$ cat config.mk
export PLATFORM = sky130hd
export DESIGN_NAME = bmg_log_cell
export DESIGN_NICKNAME = d
export VERILOG_FILES = /design/src/hdl/bmg_pkg.sv /design/src/hdl/bmg_log_cell.sv
export SDC_FILE = /design/constraint.sdc
export NUM_CORES = 2
export LEC_CHECK = 0
export BUFFER_PORTS_ARGS = -buffer_cell sky130_fd_sc_hd__buf_2
export CORE_AREA = 3 3 609 611
export CTS_CLUSTER_DIAMETER = 50
export DETAILED_ROUTE_END_ITERATION = 10
export DIE_AREA = 0 0 612 614
export GPL_ROUTABILITY_DRIVEN = 1
export GPL_TIMING_DRIVEN = 0
export SLEW_MARGIN = 40
export SYNTH_ARGS = -nofsm -noshare
export SYNTH_HDL_FRONTEND = slang
export SYNTH_SLANG_ARGS = --single-unit
$ cat constraint.sdc
create_clock -name aclk -period 34.3 [get_ports aclk]
set_input_delay 6.86 -clock aclk [delete_from_list [all_inputs] [get_ports aclk]]
set_output_delay 6.86 -clock aclk [all_outputs]
set_load 0.02 [all_outputs]
$ cat src/hdl/bmg_pkg.sv
package bmg_pkg;

    localparam int M_TDATA_W = 24;
    localparam int CFG_INDEX_W = 8;
    localparam int CFG_DATA_W = 20;
    localparam int SAMPLE_W = 20;

    localparam logic [CFG_INDEX_W-1:0] CFG_NOISE_MEAN = 8'd0;
    localparam logic [CFG_INDEX_W-1:0] CFG_NOISE_SDEV = 8'd1;

    localparam logic [19:0] MEAN_RESET = 20'd0;
    localparam logic [15:0] SDEV_RESET = 16'd2048;

    localparam logic [30:0] Q30_ONE = 31'h4000_0000;
    localparam logic [29:0] Q30_HALF = 30'h2000_0000;
    localparam logic [30:0] TWO_LN2_Q30 = 31'd1488522236;
    localparam logic [30:0] PIH_Q30 = 31'd1686629713;

    localparam logic signed [21:0] SAMPLE_MAX = 22'sd524287;
    localparam logic signed [21:0] SAMPLE_MIN = -22'sd524288;

    typedef enum logic [1:0] {
        QUAD_0,
        QUAD_1,
        QUAD_2,
        QUAD_3
    } bmg_quad_t;

    typedef struct packed {
        logic               vld;
        logic [31:0]        xn;
        logic [4:0]         zc;
        logic [30:0]        lm;
        logic [34:0]        lres;
        bmg_quad_t          quad;
        logic               swp;
        logic [29:0]        g;
        logic [29:0]        x;
        logic [29:0]        x2;
        logic [34:0]        lv;
        logic [35:0]        vi;
        logic [60:0]        vf;
        logic [53:0]        sn;
        logic [53:0]        sr;
        logic [30:0]        ts;
        logic [30:0]        tc;
        logic signed [31:0] s;
        logic signed [31:0] c;
        logic [30:0]        cmag;
        logic [30:0]        smag;
        logic               cneg;
        logic               sneg;
        logic [27:0]        cm;
        logic [27:0]        sm;
        logic [43:0]        wcos;
        logic [43:0]        wsin;
    } bmg_pipe_t;

    // log2 in q30 with squaring steps, used at elaboration for the full-scale code
    function automatic logic [34:0] log2_q30(input logic [31:0] x);
        logic [4:0]  e;
        logic [63:0] m;
        logic [34:0] res;
        e = '0;
        for (int i = 0; i < 32; i++) begin
            if (x[i]) begin
                e = 5'(i);
            end
        end
        if (e <= 5'd30) begin
            m = 64'(x) << (5'd30 - e);
        end else begin
            m = 64'(x) >> 1;
        end
        res = {e, 30'd0};
        for (int i = 29; i >= 0; i--) begin
            m = (m * m) >> 30;
            if (m >= 64'h8000_0000) begin
                m = m >> 1;
                res[i] = 1'b1;
            end
        end
        return res;
    endfunction

endpackage

$ cat src/hdl/bmg_log_cell.sv
module bmg_log_cell #(
    parameter int FRAC_BIT = 29
) (
    input  logic                aclk,
    input  logic                aresetn,
    input  logic                adv,
    input  bmg_pkg::bmg_pipe_t  pipe_i,
    output bmg_pkg::bmg_pipe_t  pipe_o
);

    bmg_pkg::bmg_pipe_t pipe_reg;
    bmg_pkg::bmg_pipe_t pipe_next;
    logic [61:0] prod;
    logic [31:0] sq;

    always_comb begin
        prod = 62'(pipe_i.lm) * 62'(pipe_i.lm);
        sq = prod[61:30];
        pipe_next = pipe_i;
        if (sq[31]) begin
            pipe_next.lm = sq[31:1];
            pipe_next.lres[FRAC_BIT] = 1'b1;
        end else begin
            pipe_next.lm = sq[30:0];
        end
    end

    always_ff @(posedge aclk) begin
        if (!aresetn) begin
            pipe_reg.vld <= 1'b0;
        end else if (adv) begin
            pipe_reg <= pipe_next;
        end
    end

    assign pipe_o = pipe_reg;

endmodule

Word-level counts from Yosys, hierarchy flattened
Cells that the tools add are included.

storage, ports and cells
  register bits after elaboration = 771
  output and inout port bits = 771
  logic and storage cells = 32

operators by class
  multiply operators = 1
  muxes and demuxes = 1
  reduce and logical (&&, ||, !) cells = 1

operator list
  kind                                            number
  31-bit by 31-bit multiplier with 62-bit output  1
  30-bit two-way mux                              1
  2-bit AND reduction                             1

Depth between registers and ports, before layout
  depth in word-level cells = 2
  mapped depth = 31
  depth with buffers taken out = 27

Least setup slack after synthesis
OpenSTA, ideal clock, no wires.

  kind = input -> register
  start = input adv
  end = register pipe_reg (netlist bit pipe_o[0]) (enable)
  library setup time = 1236 ps
  data arrival time = 24102 ps
  required time = 33064 ps
  path slack = 8963 ps
  cell stages on the path = 1
  path buffers = 0
  cell sequence = and2_1

on the way
  longest elaborated chain between the ends = 1

RTL lines
  item                           RTL line            source
  from (decl)                    bmg_log_cell.sv:6   input logic adv,
  2-bit AND reduction (no line)  --
  to (signal assigned)           bmg_log_cell.sv:32  pipe_reg <= pipe_next;
  to (decl)                      bmg_log_cell.sv:11  bmg_pkg::bmg_pipe_t pipe_reg;

No other way between the ends.
A chain may end at the register's enable or synchronous reset.

==> results.sh <==
export IMPL_outcome="finished clean"
export IMPL_finalSetupViolations=0
export IMPL_rsz0062_at_grt="no"
export IMPL_grt_pass1_vias=37900
export IMPL_post_route_period_util_pct=46.8
export IMPL_postSynthAreaPerCell_sq_um=13.6
export IMPL_synth_async_reset_ratio_pct=0
export IMPL_synthCells=3720
export IMPL_yosysUniqueCellTypes=60
export IMPL_wl_per_cell_um=39.0
export IMPL_firstDrtPassIters=5
export IMPL_hold_path_class="reg -> reg"
export IMPL_worst_pin_slew_ns=0.981
export IMPL_dieArea_sq_um=376000
export IMPL_wirelength_um=412000
export IMPL_cp_data_required_time_ns=34.86
export IMPL_met1_usage_pct=23.7
export IMPL_slowest_stage="clkbuf_1"
export IMPL_grt_util_met3_pct=14.8
export IMPL_tns_ns=0
export IMPL_crit_arrival_ns=16.63
export IMPL_final_hold_viol_count=0
export IMPL_drc_errors=0
export IMPL_fp_dieW_um=612
export IMPL_cts_tree="built"
export IMPL_busiest_layer="met2"
export IMPL_critPathCaptureType="register"
export IMPL_numCtsBuffers=168
export IMPL_period_minus_slack_ns=16.07
export IMPL_antenna_found_initial=358
export IMPL_cts_path_max_buffers=4
export IMPL_vias=39100
export IMPL_fin_nets=7246
export IMPL_synth_fp_nets=5510
export IMPL_final_cell_mix="buf_2 (1,544), inv_1 (914), edfxtp_1 (770)"
export IMPL_cap_viol_max_count=0
export IMPL_drtIter0Drc=3805
export IMPL_cts_setup_buffers=0
export IMPL_nFillCells=40100
export IMPL_clk_latency_ns=0.85
export IMPL_netlist_area_sq_um=50500
export IMPL_grt_usage_pct=21.3
export IMPL_yosys_warnings=0
export IMPL_cts_resized_gates=0
export IMPL_clkSinkCount=771
export IMPL_ctsHoldBuffers=0
export IMPL_synth_ff_type="edfxtp_1"
export IMPL_post_dp_hpwl_um=365000
export IMPL_place_ws_ns=17.51
export IMPL_areaGrowthSynthToFinish_pct=40.8
export IMPL_finalClockSkew_ns=0
export IMPL_cts_max_level=4
export IMPL_grt_use_met2_pct=30.6
export IMPL_worst_slack_ns=18.23
export IMPL_numPortBuffers=1538
export IMPL_clkTransAtPathRegs_ns=0.06
export IMPL_grt_overflow_total=0
export IMPL_rows=222
export IMPL_drive_gt1_share_pct=35.1
export IMPL_cp_common_cell="fa_1"
export IMPL_crit_type="in -> reg"
export IMPL_startpoint_type="input port"
export IMPL_largest_reg_flops=771
export IMPL_cp_max_fo=10
export IMPL_viasPerCell=3.70
export IMPL_io_pins=1545
export IMPL_drv_slew=0
export IMPL_gp_congestion=1.07
export IMPL_synth_edff_count=770
export IMPL_grt_pass1_wl_um=491000
export IMPL_ys_ff_latch=771
export IMPL_root_buffer="clkbuf_16"
export IMPL_max_stage_delay_ns=0.76
export IMPL_slew_headroom_pct=34.6
export IMPL_final_common_cell="buf_2"
export IMPL_ys_seq_area_share_pct=45.8
export IMPL_core_area_sq_um=366000
export IMPL_fp_dieH_um=614
export IMPL_start_util_pct=13.8
export IMPL_final_antenna_net_count=0
export IMPL_grt_max_degree=42
export IMPL_fmax_mhz=62.2
critical path: cells and delay by family:
kind                     cells  cell delay, ns
AO/OA/AOI/OAI                7            2.20
adder cells (fa/ha/maj)      9            4.14
buffers and inverters        7            2.31
multiplexers                 1            0.35
AND/OR/NAND/NOR              2            0.71
worst paths after layout:
path / from / endpoint / slack (ns) / cells past startpoint
hold / removal: pipe_o[770] / pipe_o[770] / 0.54 / 2
setup / recovery: pipe_i[720] / pipe_o[730] / 18.23 / 26
setup reg to reg: pipe_o[770] / pipe_o[770] / 33.70 / 2
hold reg to reg: pipe_o[770] / pipe_o[770] / 0.54 / 2
cell usage after synthesis, types with 3 or more instances:
library cell  count  area, sq um
o31ai_1           7         52.6
nor2_1           55          206
fa_1            747        15000
ha_1            269         3370
o21ai_0          36          180
and2_1          196         1230
a31oi_1           7         43.8
nand2b_1          4         25.0
mux2_1            3         33.8
o21bai_1         11         82.6
o221ai_1          3         26.3
edfxtp_1        770        23100
xor2_1           23          201
xnor2_1          33          289
nor2b_1          10         62.6
a41oi_1           3         26.3
nand3_1          17         85.1
nor4_1            3         18.8
inv_1           914         3430
or3_1             3         18.8
nand4_1          12         75.1
mux2_2           24          270
nand2_1         291         1090
and3_1           10         62.6
mux2i_1           5         50.1
or2_2             7         43.8
a21o_1           24          180
a211oi_1         11         82.6
o21a_1            3         22.5
buf_6             4         45.0
o22ai_1           5         31.3
a21boi_0          5         37.5
nor3_1            5         25.0
buf_2             6         30.0
clkbuf_1         97          364
a21oi_1          62          310
and4_1            3         26.3
cell families (layout without fill, tap and decap cells):
group | count (synthesis) | after routing | synth area share [%]
buffers and inverters | 1024 | 2897 | 7.69
adder cells (fa/ha/maj) | 1016 | 1016 | 36.3
flip-flops | 771 | 771 | 45.8
AND/OR/NAND/NOR | 620 | 620 | 5.94
AO/OA/AOI/OAI | 201 | 201 | 2.58
XOR/XNOR | 56 | 56 | 0.971
multiplexers | 32 | 32 | 0.701
other | 0 | 145 | 0
layout make-up:
| cell class | count | area (sq um) | area share [%] |
|---|---|---|---|
| buffer | 109 | 515 | 0.725 |
| sequential | 771 | 23100 | 32.5 |
| multi-input combinational | 1925 | 23500 | 33.0 |
| clock buffer | 184 | 4340 | 6.10 |
| antenna | 145 | 363 | 0.510 |
| tap | 4816 | 6030 | 8.47 |
| timing repair buffer | 1566 | 8230 | 11.6 |
| clock inverter | 123 | 1570 | 2.21 |
| inverter | 915 | 3430 | 4.83 |
layer usage:
layer,vias up,share of wire (%)
met1,20000,36
li1,15500,-
met4,128,6.0
met3,852,16
met2,2589,41
met5,-,0.20
through the flow:
stage	hold WS [ns]	utilization, %	cell area (sq um)	std cells
2_1_floorplan	0.589	-	50500	3720
3_3_place_gp	0.510	17.6	64200	10100
3_5_place_dp	0.508	17.7	64800	10100
4_1_cts	0.535	19.3	70700	10400
5_1_grt	0.603	19.4	70900	10500
6_report	0.543	19.5	71100	10600
Power is not shown: default switching activity piles up to over one toggle a cycle in this logic, so the estimate is an artifact.
