**src/hdl/bmg_pkg.sv**
```systemverilog
package bmg_pkg;

    localparam int M_TDATA_W = 24;
    localparam int CFG_INDEX_W = 8;
    localparam int CFG_DATA_W = 20;
    localparam int SAMPLE_W = 20;

    localparam logic [CFG_INDEX_W-1:0] CFG_NOISE_MEAN = 8'd0;
    localparam logic [CFG_INDEX_W-1:0] CFG_NOISE_SDEV = 8'd1;

    localparam logic [19:0] MEAN_RESET = 20'd0;
    localparam logic [15:0] SDEV_RESET = 16'd2048;

    localparam logic [30:0] Q30_ONE = 31'h4000_0000;
    localparam logic [29:0] Q30_HALF = 30'h2000_0000;
    localparam logic [30:0] TWO_LN2_Q30 = 31'd1488522236;
    localparam logic [30:0] PIH_Q30 = 31'd1686629713;

    localparam logic signed [21:0] SAMPLE_MAX = 22'sd524287;
    localparam logic signed [21:0] SAMPLE_MIN = -22'sd524288;

    typedef enum logic [1:0] {
        QUAD_0,
        QUAD_1,
        QUAD_2,
        QUAD_3
    } bmg_quad_t;

    typedef struct packed {
        logic               vld;
        logic [31:0]        xn;
        logic [4:0]         zc;
        logic [30:0]        lm;
        logic [34:0]        lres;
        bmg_quad_t          quad;
        logic               swp;
        logic [29:0]        g;
        logic [29:0]        x;
        logic [29:0]        x2;
        logic [34:0]        lv;
        logic [35:0]        vi;
        logic [60:0]        vf;
        logic [53:0]        sn;
        logic [53:0]        sr;
        logic [30:0]        ts;
        logic [30:0]        tc;
        logic signed [31:0] s;
        logic signed [31:0] c;
        logic [30:0]        cmag;
        logic [30:0]        smag;
        logic               cneg;
        logic               sneg;
        logic [27:0]        cm;
        logic [27:0]        sm;
        logic [43:0]        wcos;
        logic [43:0]        wsin;
    } bmg_pipe_t;

    // log2 in q30 with squaring steps, used at elaboration for the full-scale code
    function automatic logic [34:0] log2_q30(input logic [31:0] x);
        logic [4:0]  e;
        logic [63:0] m;
        logic [34:0] res;
        e = '0;
        for (int i = 0; i < 32; i++) begin
            if (x[i]) begin
                e = 5'(i);
            end
        end
        if (e <= 5'd30) begin
            m = 64'(x) << (5'd30 - e);
        end else begin
            m = 64'(x) >> 1;
        end
        res = {e, 30'd0};
        for (int i = 29; i >= 0; i--) begin
            m = (m * m) >> 30;
            if (m >= 64'h8000_0000) begin
                m = m >> 1;
                res[i] = 1'b1;
            end
        end
        return res;
    endfunction

endpackage

```
**src/hdl/bmg_sqrt_cell.sv**
```systemverilog
module bmg_sqrt_cell #(
    parameter int BIT_POS = 52
) (
    input  logic                aclk,
    input  logic                aresetn,
    input  logic                adv,
    input  bmg_pkg::bmg_pipe_t  pipe_i,
    output bmg_pkg::bmg_pipe_t  pipe_o
);

    localparam logic [53:0] BIT_VAL = 54'(1) << BIT_POS;

    bmg_pkg::bmg_pipe_t pipe_reg;
    bmg_pkg::bmg_pipe_t pipe_next;
    logic [54:0] trial;

    always_comb begin
        trial = 55'(pipe_i.sr) + 55'(BIT_VAL);
        pipe_next = pipe_i;
        if (55'(pipe_i.sn) >= trial) begin
            pipe_next.sn = 54'(55'(pipe_i.sn) - trial);
            pipe_next.sr = (pipe_i.sr >> 1) + BIT_VAL;
        end else begin
            pipe_next.sr = pipe_i.sr >> 1;
        end
    end

    always_ff @(posedge aclk) begin
        if (!aresetn) begin
            pipe_reg.vld <= 1'b0;
        end else if (adv) begin
            pipe_reg <= pipe_next;
        end
    end

    assign pipe_o = pipe_reg;

endmodule

```
**config.mk**
```make
export PLATFORM = sky130hd
export DESIGN_NAME = bmg_sqrt_cell
export DESIGN_NICKNAME = d
export VERILOG_FILES = /design/src/hdl/bmg_pkg.sv /design/src/hdl/bmg_sqrt_cell.sv
export SDC_FILE = /design/constraint.sdc
export NUM_CORES = 1
export LEC_CHECK = 0
export BUFFER_PORTS_ARGS = -buffer_cell sky130_fd_sc_hd__buf_4
export CORE_AREA = 2 2 604 606
export DETAILED_ROUTE_END_ITERATION = 7
export DIE_AREA = 0 0 606 608
export GPL_TIMING_DRIVEN = 0
export PLACE_DENSITY = 0.3
export SKIP_CTS_REPAIR_TIMING = 1
export SKIP_LAST_GASP = 1
export SYNTH_ARGS = -nofsm -noshare
export SYNTH_HDL_FRONTEND = slang
export SYNTH_SLANG_ARGS = --single-unit
```
**constraint.sdc**
```tcl
create_clock -name aclk -period 20.4 [get_ports aclk]
set_input_delay 3.06 -clock aclk [delete_from_list [all_inputs] [get_ports aclk]]
set_output_delay 3.06 -clock aclk [all_outputs]
set_load 0.02 [all_outputs]
```
### Word level (Yosys, flattened, before mapping)

Cells that the tools add are included.

| operators by class | value |
|---|---|
| mux-type cells | 2 |
| magnitude comparators | 1 |
| reductions and logical operators | 1 |
| add/subtract/negate cells | 3 |

Operators with widths:

| operator | count |
|---|---|
| $add 54x53->55 const B | 1 |
| $ge 54x55->1 | 1 |
| $add 53x53->54 const B | 1 |
| $mux 54 | 1 |
| $sub 54x54->54 | 1 |
| $mux 53 | 1 |
| $reduce_and 2->1 | 1 |

| storage, ports and cells | value |
|---|---|
| register bits | 771 |
| word-level logic and storage cells | 35 |
| output and inout bits | 771 |
| bits of input ports | 774 |

### Longest topological paths before layout

| depth | value |
|---|---|
| depth in word-level cells | 3 |
| depth in mapped cells | 14 |
| gate-level depth less buffers | 13 |

### Least setup slack after synthesis

No wires, ideal clock.

| timing | value |
|---|---|
| path kind | input-to-reg |
| start point | input adv |
| end point | register pipe_reg (netlist bit pipe_o[0]) (enable) |
| library setup time | 1236 ps |
| data required time | 19164 ps |
| path slack | -1137 ps |
| stages | 1 |
| arrival time | 20302 ps |
| buffers on the path | 0 |
| cells stage by stage | and2_1 |

| between the ends | value |
|---|---|
| cells in the longest elaborated chain, start to end | 1 |

Ends and longest elaborated chain:

| what | RTL line | RTL |
|---|---|---|
| start, declared | bmg_sqrt_cell.sv:6 | `input logic adv,` |
| $reduce_and 2->1 (no line) | -- |  |
| end signal, assigned | bmg_sqrt_cell.sv:32 | `pipe_reg <= pipe_next;` |
| end, declared | bmg_sqrt_cell.sv:13 | `bmg_pkg::bmg_pipe_t pipe_reg;` |

Every way passes these cells.
A chain may end at the register's enable or synchronous reset.

==> flow_metrics.py <==
metrics = {
    "route": {
        "drc": 0,
        "met2_length_um": 137000,
        "vias": 21200,
        "avgViaCountPerCell": 2.68,
        "antenna_left": 0,
        "top_layer_used": "met5",
        "dr_wl_met3_um": 27500,
        "wl_met1_um": 92200,
        "wire_per_inst_um": 33.3,
        "firstDrtPassIters": 7,
        "drt_wl_total_um": 264000,
        "drt_iter0_markers": 1315,
    },
    "global_routing": {
        "grt_max_degree": 67,
        "grt_pass1_wl_um": 313000,
        "grt_pass1_vias": 21500,
        "grtUsageTotal_pct": 13.8,
        "antenna_found_initial": 209,
        "overflow": 0,
    },
    "synth": {
        "synth.distinct_cells": 67,
        "synthCells": 1361,
        "yosysWarnings": 0,
        "synth_ff_type": "edfxtp_1",
        "syn-num-nets": 2191,
        "synth_edf_count": 770,
        "yosys.area.top_type": "edfxtp_1",
        "synth-seq-cells": 771,
        "avgSynthCellArea_sq_um": 20.2,
        "netlist.area_leader.share_pct": 84.0,
        "ys_seq_area_share_pct": 84.0,
        "synthArstFlopShare_pct": 0,
        "netlist_top_cells_area": "edfxtp_1, mux2_4, ha_1",
        "syn_area_sq_um": 27500,
    },
    "worst_hold_path": {
        "hold_path.class": "reg -> reg",
    },
    "finish": {
        "final_cell_mix": "buf_4, edfxtp_1, clkbuf_16",
        "fillers": 40600,
        "drive_above_1_share_pct": 58.3,
        "nets": 3874,
        "final_area_sq_um": 49600,
        "largest_reg_flops": 771,
        "final_common_cell": "buf_4",
        "area_growth_pct": 80.2,
    },
    "sta": {
        "relSlewSlack_pct": 31.7,
        "fmax_ghz": 0.148,
        "period_share_pct": 33.1,
        "worst_pin_slew_ns": 1.02,
        "hold_viol_final": 0,
        "period_needed_ns": 6.75,
        "slew_violations": 0,
        "finalHoldWorstSlack_ns": 0.543,
        "rsz0062_at_grt": "false",
        "fin_worst_skew_ns": 0,
        "setup_viol": 0,
        "fin_tns_setup_ns": 0,
    },
    "clocking": {
        "cts_tree": "built",
        "clockRootBuffer": "clkbuf_16",
        "clk_pin_slew_ns": 0.06,
        "cts_buffers": 121,
        "worst_skew_pair.late_latency_ns": 0.84,
        "clockBufferDepth": 4,
        "clock-sinks": 771,
        "htreeDepth": 3,
    },
    "placed_design": {
        "dpl_cell_area_sq_um": 45600,
        "gp_congestion": 0.917,
        "io_buffer_count": 1544,
        "dp_hpwl_um": 232000,
    },
    "setup_path": {
        "critPathMaxFanout": 10,
        "cp.required_ns": 20.90,
        "cp_data_arrival_time_ns": 7.25,
        "startpoint_type": "input pin",
        "end_kind": "flip-flop",
        "crit_type": "in -> reg",
        "r2r_slack_ns": 19.80,
    },
    "floorplan": {
        "die_h_um": 608,
        "initial_core_util_pct": 7.61,
        "num_rows": 221,
        "ios": 1545,
        "die_area_sq_um": 368000,
        "die_width_um": 606,
        "core_region_area_sq_um": 362000,
    },
    "pwr": {
        "cellPowerDensity_nw_per_um2": 99.3,
        "power.leakage_nw": 19.0,
        "vdd_drop_max_mv": 0.0760,
        "finalPower_mw": 4.93,
    },
    "job": {
        "max_cap_violations": 0,
    },
    "status": {
        "status": "finished, final reports clean",
    },
}
layout make-up:
class / instances / area (sq um) / share of cell area (%)
Multi-Input combinational cell: 487 / 3880 / 7.82
Tap cell: 4794 / 6000 / 12.1
Buffer: 38 / 278 / 0.560
Clock inverter: 83 / 963 / 1.94
Antenna cell: 5 / 12.5 / 0.0252
Timing Repair Buffer: 1560 / 12000 / 24.2
Sequential cell: 771 / 23100 / 46.6
Clock buffer: 134 / 3090 / 6.22
Inverter: 65 / 244 / 0.492
per-stage QoR:
stage	cells	worst slack (ns)	utilization (%)
floorplan	1361	7.46	-
global placement	7699	-0.0642	12.5
detailed placement	7715	12.17	12.6
CTS	7932	13.02	13.7
global route	7932	13.09	13.7
finish	7937	13.65	13.7
critical path, stage by stage:
cell and delay [ns]:
buf_4 0.11, inv_1 0.12, ha_1 0.30, clkbuf_1 0.30
nand2_1 0.14, nor2_1 0.62, nand4_1 0.45, nor4_1 0.40
nand4_1 0.36, o21ai_0 0.33, o21bai_1 0.19, buf_6 0.26
buf_8 0.23, mux2_4 0.34
cell usage after synthesis, drive strengths merged, types with 2 or more instances:
cell	number
edfxtp	770
inv	65
a21oi	62
ha	55
mux2	51
nand2	43
o21ai	33
xnor2	32
nor2	30
nand4	24
a21o	23
buf	20
xor2	19
clkbuf	18
o21bai	14
nand3	12
o21a	10
and2	6
nor2b	6
a31oi	5
nor3	5
a211oi	4
a221oi	4
nor4	4
o221ai	4
o31ai	4
or3	4
mux2i	3
o211ai	3
a2111oi	2
a31o	2
and3	2
and4	2
or3b	2
final timing paths:
| check | cells past startpoint | end | from |
|---|---|---|---|
| hold / removal | 2 | pipe_o[770] | pipe_o[770] |
| setup / recovery | 14 | pipe_o[435] | pipe_i[344] |
| hold reg to reg | 2 | pipe_o[770] | pipe_o[770] |
| setup reg to reg | 2 | pipe_o[770] | pipe_o[770] |
where the power goes:
part	internal, mW	leakage (nW)	switching (mW)
combinational	0.308	9.75	0.495
sequential	1.87	7.23	0.0388
clock	1.32	1.98	0.889
routing by layer:
metal | GRT usage (%) | vias to the layer above
met5 | 0 | -
met4 | 3.01 | 34
met3 | 5.84 | 484
met2 | 25.6 | 1331
met1 | 14.3 | 10700
li1 | - | 8712
cell families after synthesis:
| logic type | after synthesis | share of synthesized area, % |
|---|---|---|
| AND/OR/NAND/NOR | 144 | 2.61 |
| adder cells (fa/ha/maj) | 56 | 2.57 |
| buffers and inverters | 103 | 1.89 |
| XOR/XNOR | 51 | 1.62 |
| AO/OA/AOI/OAI | 182 | 4.44 |
| multiplexers | 54 | 2.82 |
| flip-flops | 771 | 84.0 |
Power figures use the tool's default switching activity.
